--- config.mk ---
export PLATFORM = sky130hd
export DESIGN_NAME = nbsc_ctrl
export DESIGN_NICKNAME = d
export VERILOG_FILES = /design/src/sv/nbsc_pkg.sv /design/src/sv/nbsc_ctrl.sv
export VERILOG_INCLUDE_DIRS = /design/src /design/src/sv
export SDC_FILE = /design/constraint.sdc
export NUM_CORES = 1
export LEC_CHECK = 0
export ABC_CLOCK_PERIOD_IN_PS = 1800
export BUFFER_PORTS_ARGS = -buffer_cell sky130_fd_sc_hd__buf_2
export CORE_AREA = 2 2 40 42
export DETAILED_ROUTE_END_ITERATION = 8
export DIE_AREA = 0 0 42 44
export HOLD_SLACK_MARGIN = 0.15
export PLACE_DENSITY = 0.57
export SYNTH_ARGS = -nofsm -noshare
export SYNTH_HDL_FRONTEND = slang
export SYNTH_SLANG_ARGS = --single-unit
--- constraint.sdc ---
create_clock -name i_clk -period 1.8 [get_ports i_clk]
set_input_delay 0.45 -clock i_clk [delete_from_list [all_inputs] [get_ports i_clk]]
set_output_delay 0.45 -clock i_clk [all_outputs]
set_load 0.01 [all_outputs]
--- src/sv/nonanticipative_branch_select_core_macros.svh ---
// Assertion macros used by the RTL of the branch selector (included by nbsc_ctrl).
`ifndef NONANTICIPATIVE_BRANCH_SELECT_CORE_MACROS_SVH
`define NONANTICIPATIVE_BRANCH_SELECT_CORE_MACROS_SVH
`ifndef NO_ASSERTIONS
// Same-cycle implication.
`define NBSC_ASSERT_IMP(lbl, clk, rst_n, ante, cons) \
    lbl: assert property (@(posedge clk) disable iff (!rst_n) (ante) |-> (cons)) \
        else $error("nbsc implication check failed");
// Next-cycle implication.
`define NBSC_ASSERT_NXT(lbl, clk, rst_n, ante, cons) \
    lbl: assert property (@(posedge clk) disable iff (!rst_n) (ante) |=> (cons)) \
        else $error("nbsc next-cycle check failed");
`else
`define NBSC_ASSERT_IMP(lbl, clk, rst_n, ante, cons)
`define NBSC_ASSERT_NXT(lbl, clk, rst_n, ante, cons)
`endif
`endif

--- src/sv/nbsc_pkg.sv ---
`timescale 1ns / 1ps
package nbsc_pkg;

    localparam int VALUE_W = 32;
    localparam int SUM_W   = 48;
    localparam int CFG_W   = 31;
    localparam int IDX_REG_W = 3;

    localparam logic [IDX_REG_W-1:0] CFG_INTEGER_FIRST = 3'd0;
    localparam logic [IDX_REG_W-1:0] CFG_DEV_THRESHOLD = 3'd1;
    localparam logic [IDX_REG_W-1:0] CFG_CONT_OFFSET   = 3'd2;
    localparam logic [IDX_REG_W-1:0] CFG_COLUMN_COUNT  = 3'd3;
    localparam logic [IDX_REG_W-1:0] CFG_SCENARIO_CNT  = 3'd4;

    localparam logic signed [VALUE_W-1:0] VMAX = 32'sh7FFF_FFFF;
    localparam logic signed [VALUE_W-1:0] VMIN = 32'sh8000_0000;

    typedef enum logic [3:0] {
        ST_CLR,
        ST_IDLE,
        ST_MUL,
        ST_WR,
        ST_SCAN_RD,
        ST_SCAN_EV,
        ST_SCAN_CHK,
        ST_FIN_RD,
        ST_FIN_A,
        ST_FIN_B,
        ST_FIN_C
    } t_state;

    typedef struct packed {
        logic accept;
        logic mul;
        logic wr;
        logic scan_init;
        logic next_phase;
        logic scan_ev;
        logic sel_scan;
        logic sel_best;
        logic fin_a;
        logic fin_b;
        logic out_load;
        logic clr_step;
    } t_cmd;

    typedef struct packed {
        logic last;
        logic scan_end;
        logic found;
        logic phase1;
        logic clr_done;
        logic out_full;
    } t_sts;

endpackage

--- src/sv/nbsc_ctrl.sv ---
`timescale 1ns / 1ps
`include "nonanticipative_branch_select_core_macros.svh"
module nbsc_ctrl (
    input  logic            i_clk,
    input  logic            i_rst_n,
    input  logic            i_valid,
    output logic            o_ready,
    input  nbsc_pkg::t_sts  i_sts,
    output nbsc_pkg::t_cmd  o_cmd
);

    nbsc_pkg::t_state r_state, n_state;

    always_ff @(posedge i_clk) begin
        if (!i_rst_n) begin
            r_state <= nbsc_pkg::ST_CLR;
        end else begin
            r_state <= n_state;
        end
    end

    always_comb begin
        n_state = r_state;
        o_cmd   = '0;
        o_ready = 1'b0;
        case (r_state)
            nbsc_pkg::ST_CLR: begin
                o_cmd.clr_step = 1'b1;
                if (i_sts.clr_done) n_state = nbsc_pkg::ST_IDLE;
            end
            nbsc_pkg::ST_IDLE: begin
                o_ready = 1'b1;
                if (i_valid) begin
                    o_cmd.accept = 1'b1;
                    n_state = nbsc_pkg::ST_MUL;
                end
            end
            nbsc_pkg::ST_MUL: begin
                o_cmd.mul = 1'b1;
                n_state = nbsc_pkg::ST_WR;
            end
            nbsc_pkg::ST_WR: begin
                o_cmd.wr = 1'b1;
                if (i_sts.last) begin
                    o_cmd.scan_init = 1'b1;
                    n_state = nbsc_pkg::ST_SCAN_RD;
                end else begin
                    n_state = nbsc_pkg::ST_IDLE;
                end
            end
            nbsc_pkg::ST_SCAN_RD: begin
                o_cmd.sel_scan = 1'b1;
                n_state = nbsc_pkg::ST_SCAN_EV;
            end
            nbsc_pkg::ST_SCAN_EV: begin
                o_cmd.sel_scan = 1'b1;
                o_cmd.scan_ev = 1'b1;
                n_state = i_sts.scan_end ? nbsc_pkg::ST_SCAN_CHK : nbsc_pkg::ST_SCAN_RD;
            end
            nbsc_pkg::ST_SCAN_CHK: begin
                if (!i_sts.found && !i_sts.phase1) begin
                    o_cmd.next_phase = 1'b1;
                    n_state = nbsc_pkg::ST_SCAN_RD;
                end else begin
                    n_state = nbsc_pkg::ST_FIN_RD;
                end
            end
            nbsc_pkg::ST_FIN_RD: begin
                o_cmd.sel_best = 1'b1;
                n_state = nbsc_pkg::ST_FIN_A;
            end
            nbsc_pkg::ST_FIN_A: begin
                o_cmd.sel_best = 1'b1;
                o_cmd.fin_a = 1'b1;
                n_state = nbsc_pkg::ST_FIN_B;
            end
            nbsc_pkg::ST_FIN_B: begin
                o_cmd.sel_best = 1'b1;
                o_cmd.fin_b = 1'b1;
                n_state = nbsc_pkg::ST_FIN_C;
            end
            nbsc_pkg::ST_FIN_C: begin
                o_cmd.sel_best = 1'b1;
                if (!i_sts.out_full) begin
                    o_cmd.out_load = 1'b1;
                    n_state = nbsc_pkg::ST_CLR;
                end
            end
            default: begin
                n_state = nbsc_pkg::ST_CLR;
            end
        endcase
    end

    `NBSC_ASSERT_IMP(a_out_free, i_clk, i_rst_n, o_cmd.out_load, !i_sts.out_full)
    `NBSC_ASSERT_NXT(a_accept_mul, i_clk, i_rst_n, o_cmd.accept, r_state == nbsc_pkg::ST_MUL)
    `NBSC_ASSERT_IMP(a_scan_order, i_clk, i_rst_n, o_cmd.scan_ev, $past(r_state) == nbsc_pkg::ST_SCAN_RD)

endmodule

==> out/metrics.cfg <==
[timing]
layout_min_cycle_time_ns=1.730
fmax_ghz=0.5782
finalSetupViolCount=0
rsz0062_at_grt=false
maxSlewHeadroom_pct=78.56
setup-tns-final_ns=0
drv_slew=0
finalClockSkew_ns=0.005605
finalCritPeriodShare_pct=96.09
hold_viol_final=0
worstMarginPinSlew_ns=0.3187

[clock_tree]
clk_pin_slew_ns=0.04
cts_sinks=4
cts_inserted_buffers=3
cts_hold_buf=0
ctsHtreeMaxLevel=1
clockBufferDepth=2
root_buffer=clkbuf_4
cts_tree=yes
clk-insertion-delay-late_ns=0.23

[detailed_routing]
first_iter_violations=19
routedWlPerCell_um=11.10
route.antenna.remaining_nets=0
avgViaCountPerCell=4.876
dr.pass1.iters=4
drc=0
num_vias=473
wl_um=1077

[global_routing]
grt.total_usage_pct=12.43
antenna_found_initial=0
grt_pass1_wl_um=1766
grt_pass1_vias=379
grt_start_max_net_pins=15
grt_remaining_overflow=0

[synthesis]
ys_types=23
syn-num-nets=65
seq_area_frac_synth_pct=20.32
synth_cells=56
yosys_warnings=0
netlist_area_um2=394.1
synth_seq_cells=4
syn_area_per_cell_um2=7.038

[critical_path]
cp_max_fo=4
cp_slowest_cell=or3b_4
path_buf_inv=1
path_depth=4
crit_family=simple AND/OR/NAND/NOR gates
critPathArrivalTime_ns=1.28
rrSetupSlack_ns=0.55
max_stage_delay_ns=0.38
critPathKind=register to primary output
path_cells=nand2b_4 > or3b_4 > nor2_2 > buf_2
rr_endpoint=r_state[1]$_SDFFE_PN0P_
required_ns=1.35
cp-start-kind=register
worst_r2r_path_depth=5
end_kind=primary output
timing.rr.start=r_state[1]$_SDFFE_PN0P_

[power_and_ir_drop]
design_power_total_w=0.0003825
p_leak_nw=0.2595
irDropWorstVdd_uv=256.4
p_per_area_mw_per_mm2=656.0

[floorplan]
die_x_um=42
fp.dieArea_mm2=0.001848
io_pins=22
core_region_area_mm2=0.001419
die_h_um=44
num_rows=14
initial_core_util_pct=27.78

[cells_and_area]
finish.utilization_pct=41.09
largest_register_ffs=4
top_regs=r_state (4)
layout_commonest_cell=buf_2
nNetsFinal=92
regMostFlops=r_state
antenna_cells=0
syn_to_final_growth_pct=47.94
layout_common_cells=buf_2 (21), nand2_1 (6), nor2_1 (5), nor3_1 (5), o21ai_0 (5)
postLayoutCellArea_um2=583.1
layout.cells.non_filler=97
layout-drive-gt1-share_pct=49.38

[worst_hold_path]
worstHoldEndpoint=r_state[0]$_SDFFE_PN0P_
hp-start=i_rst_n
min_path_cells=3
hold_path_class=input port to register

[job]
cap_violations=0

[placement]
routabilityCongestion=0.8379
port-buffer-count=21
dp_cells=94
place_hpwl_um=826.8
dpl_cell_area_um2=530.5

[run_status]
outcome=finished, final reports clean

[metal layers]
layer | vias to the layer above | wire, µm | track usage (%)
met3 | 0 | 86 | 2.083
met2 | 20 | 497 | 19.69
met5 | - | 0 | 0
met1 | 204 | 493 | 16.50
li1 | 249 | - | -
met4 | 0 | 0 | 5.806
[worst max-delay path by stage]
stage / from / end / slack (ns)
6_report: r_state[2]$_SDFFE_PN0P_ / o_cmd[1] / 0.07
5_1_grt: r_state[2]$_SDFFE_PN0P_ / o_cmd[7] / 0.008
4_1_cts: r_state[2]$_SDFFE_PN0P_ / o_cmd[1] / 0.002
3_5_place_dp: i_sts[3] / o_cmd[7] / 0.17
3_3_place_gp: i_sts[3] / o_cmd[7] / 0.20
2_1_floorplan: r_state[3]$_SDFFE_PN0P_ / o_cmd[11] / 0.23
[worst min-delay path, delay by kind of cell]
| family | cells | cell delay [ns] |
|---|---|---|
| and+or+nand+nor | 1 | 0.05 |
| buffers and inverters | 1 | 0.12 |
| AOI/OAI and AO/OA | 1 | 0.06 |
[cell families after synthesis]
| logic type | share of synthesized area, % |
|---|---|
| AO/OA/AOI/OAI | 26.67 |
| buffers and inverters | 11.43 |
| flip-flops | 20.32 |
| AND/OR/NAND/NOR | 41.59 |
[timing repair]
action / CTS / global route
gates resized for setup: 1 / 9
buffers inserted: 0 / 0
pin swaps: 1 / 0
endpoints found under the setup margin: 1 / 9
[power by group]
part	internal, W	leakage [nW]	switching, W
registers	0.0000995	0.0338	0.0000161
clock network	0.0000745	0.0138	0.0000360
logic	0.0000709	0.212	0.0000855
[cells in the mapped netlist]
| cell | count | area [µm²] |
|---|---|---|
| nor3b_1 | 1 | 7.510 |
| nand2b_1 | 3 | 18.77 |
| inv_2 | 1 | 3.750 |
| or3b_1 | 1 | 8.760 |
| nor4b_1 | 2 | 17.52 |
| o32ai_2 | 1 | 16.27 |
| nand2_1 | 6 | 22.52 |
| buf_2 | 3 | 15.01 |
| o21bai_1 | 1 | 7.510 |
| nor3_1 | 5 | 25.02 |
| a31oi_1 | 3 | 18.77 |
| nor4_2 | 1 | 12.51 |
| buf_6 | 1 | 11.26 |
| o21ai_0 | 5 | 25.02 |
| and2_1 | 1 | 6.260 |
| nor2b_1 | 1 | 6.260 |
| nand3_1 | 2 | 10.01 |
| a2111oi_4 | 1 | 27.53 |
| nor2_1 | 6 | 22.52 |
| a21oi_1 | 2 | 10.01 |
| nor4_1 | 1 | 6.260 |
| dfxtp_1 | 4 | 80.08 |
| inv_1 | 4 | 15.01 |
[cell type report]
| cell class | instances | area, µm² |
|---|---|---|
| repair buffers | 26 | 150.1 |
| flip-flops and latches | 4 | 83.83 |
| inverters | 5 | 18.77 |
| multi-input cells | 43 | 287.8 |
| clock buffers | 3 | 22.52 |
| well taps | 16 | 20.02 |
| fillers | 143 | 835.8 |
[per-stage QoR]
stage          hold slack [ns]  worst slack [ns]
2_1_floorplan           0.5586            0.2332
3_3_place_gp            0.5603            0.1983
5_1_grt                 0.5099          0.007548
4_1_cts                 0.4728          0.002221
3_5_place_dp            0.5503            0.1682
6_report                0.4790           0.07038
Note: power is estimated with default switching activity, not from simulation.
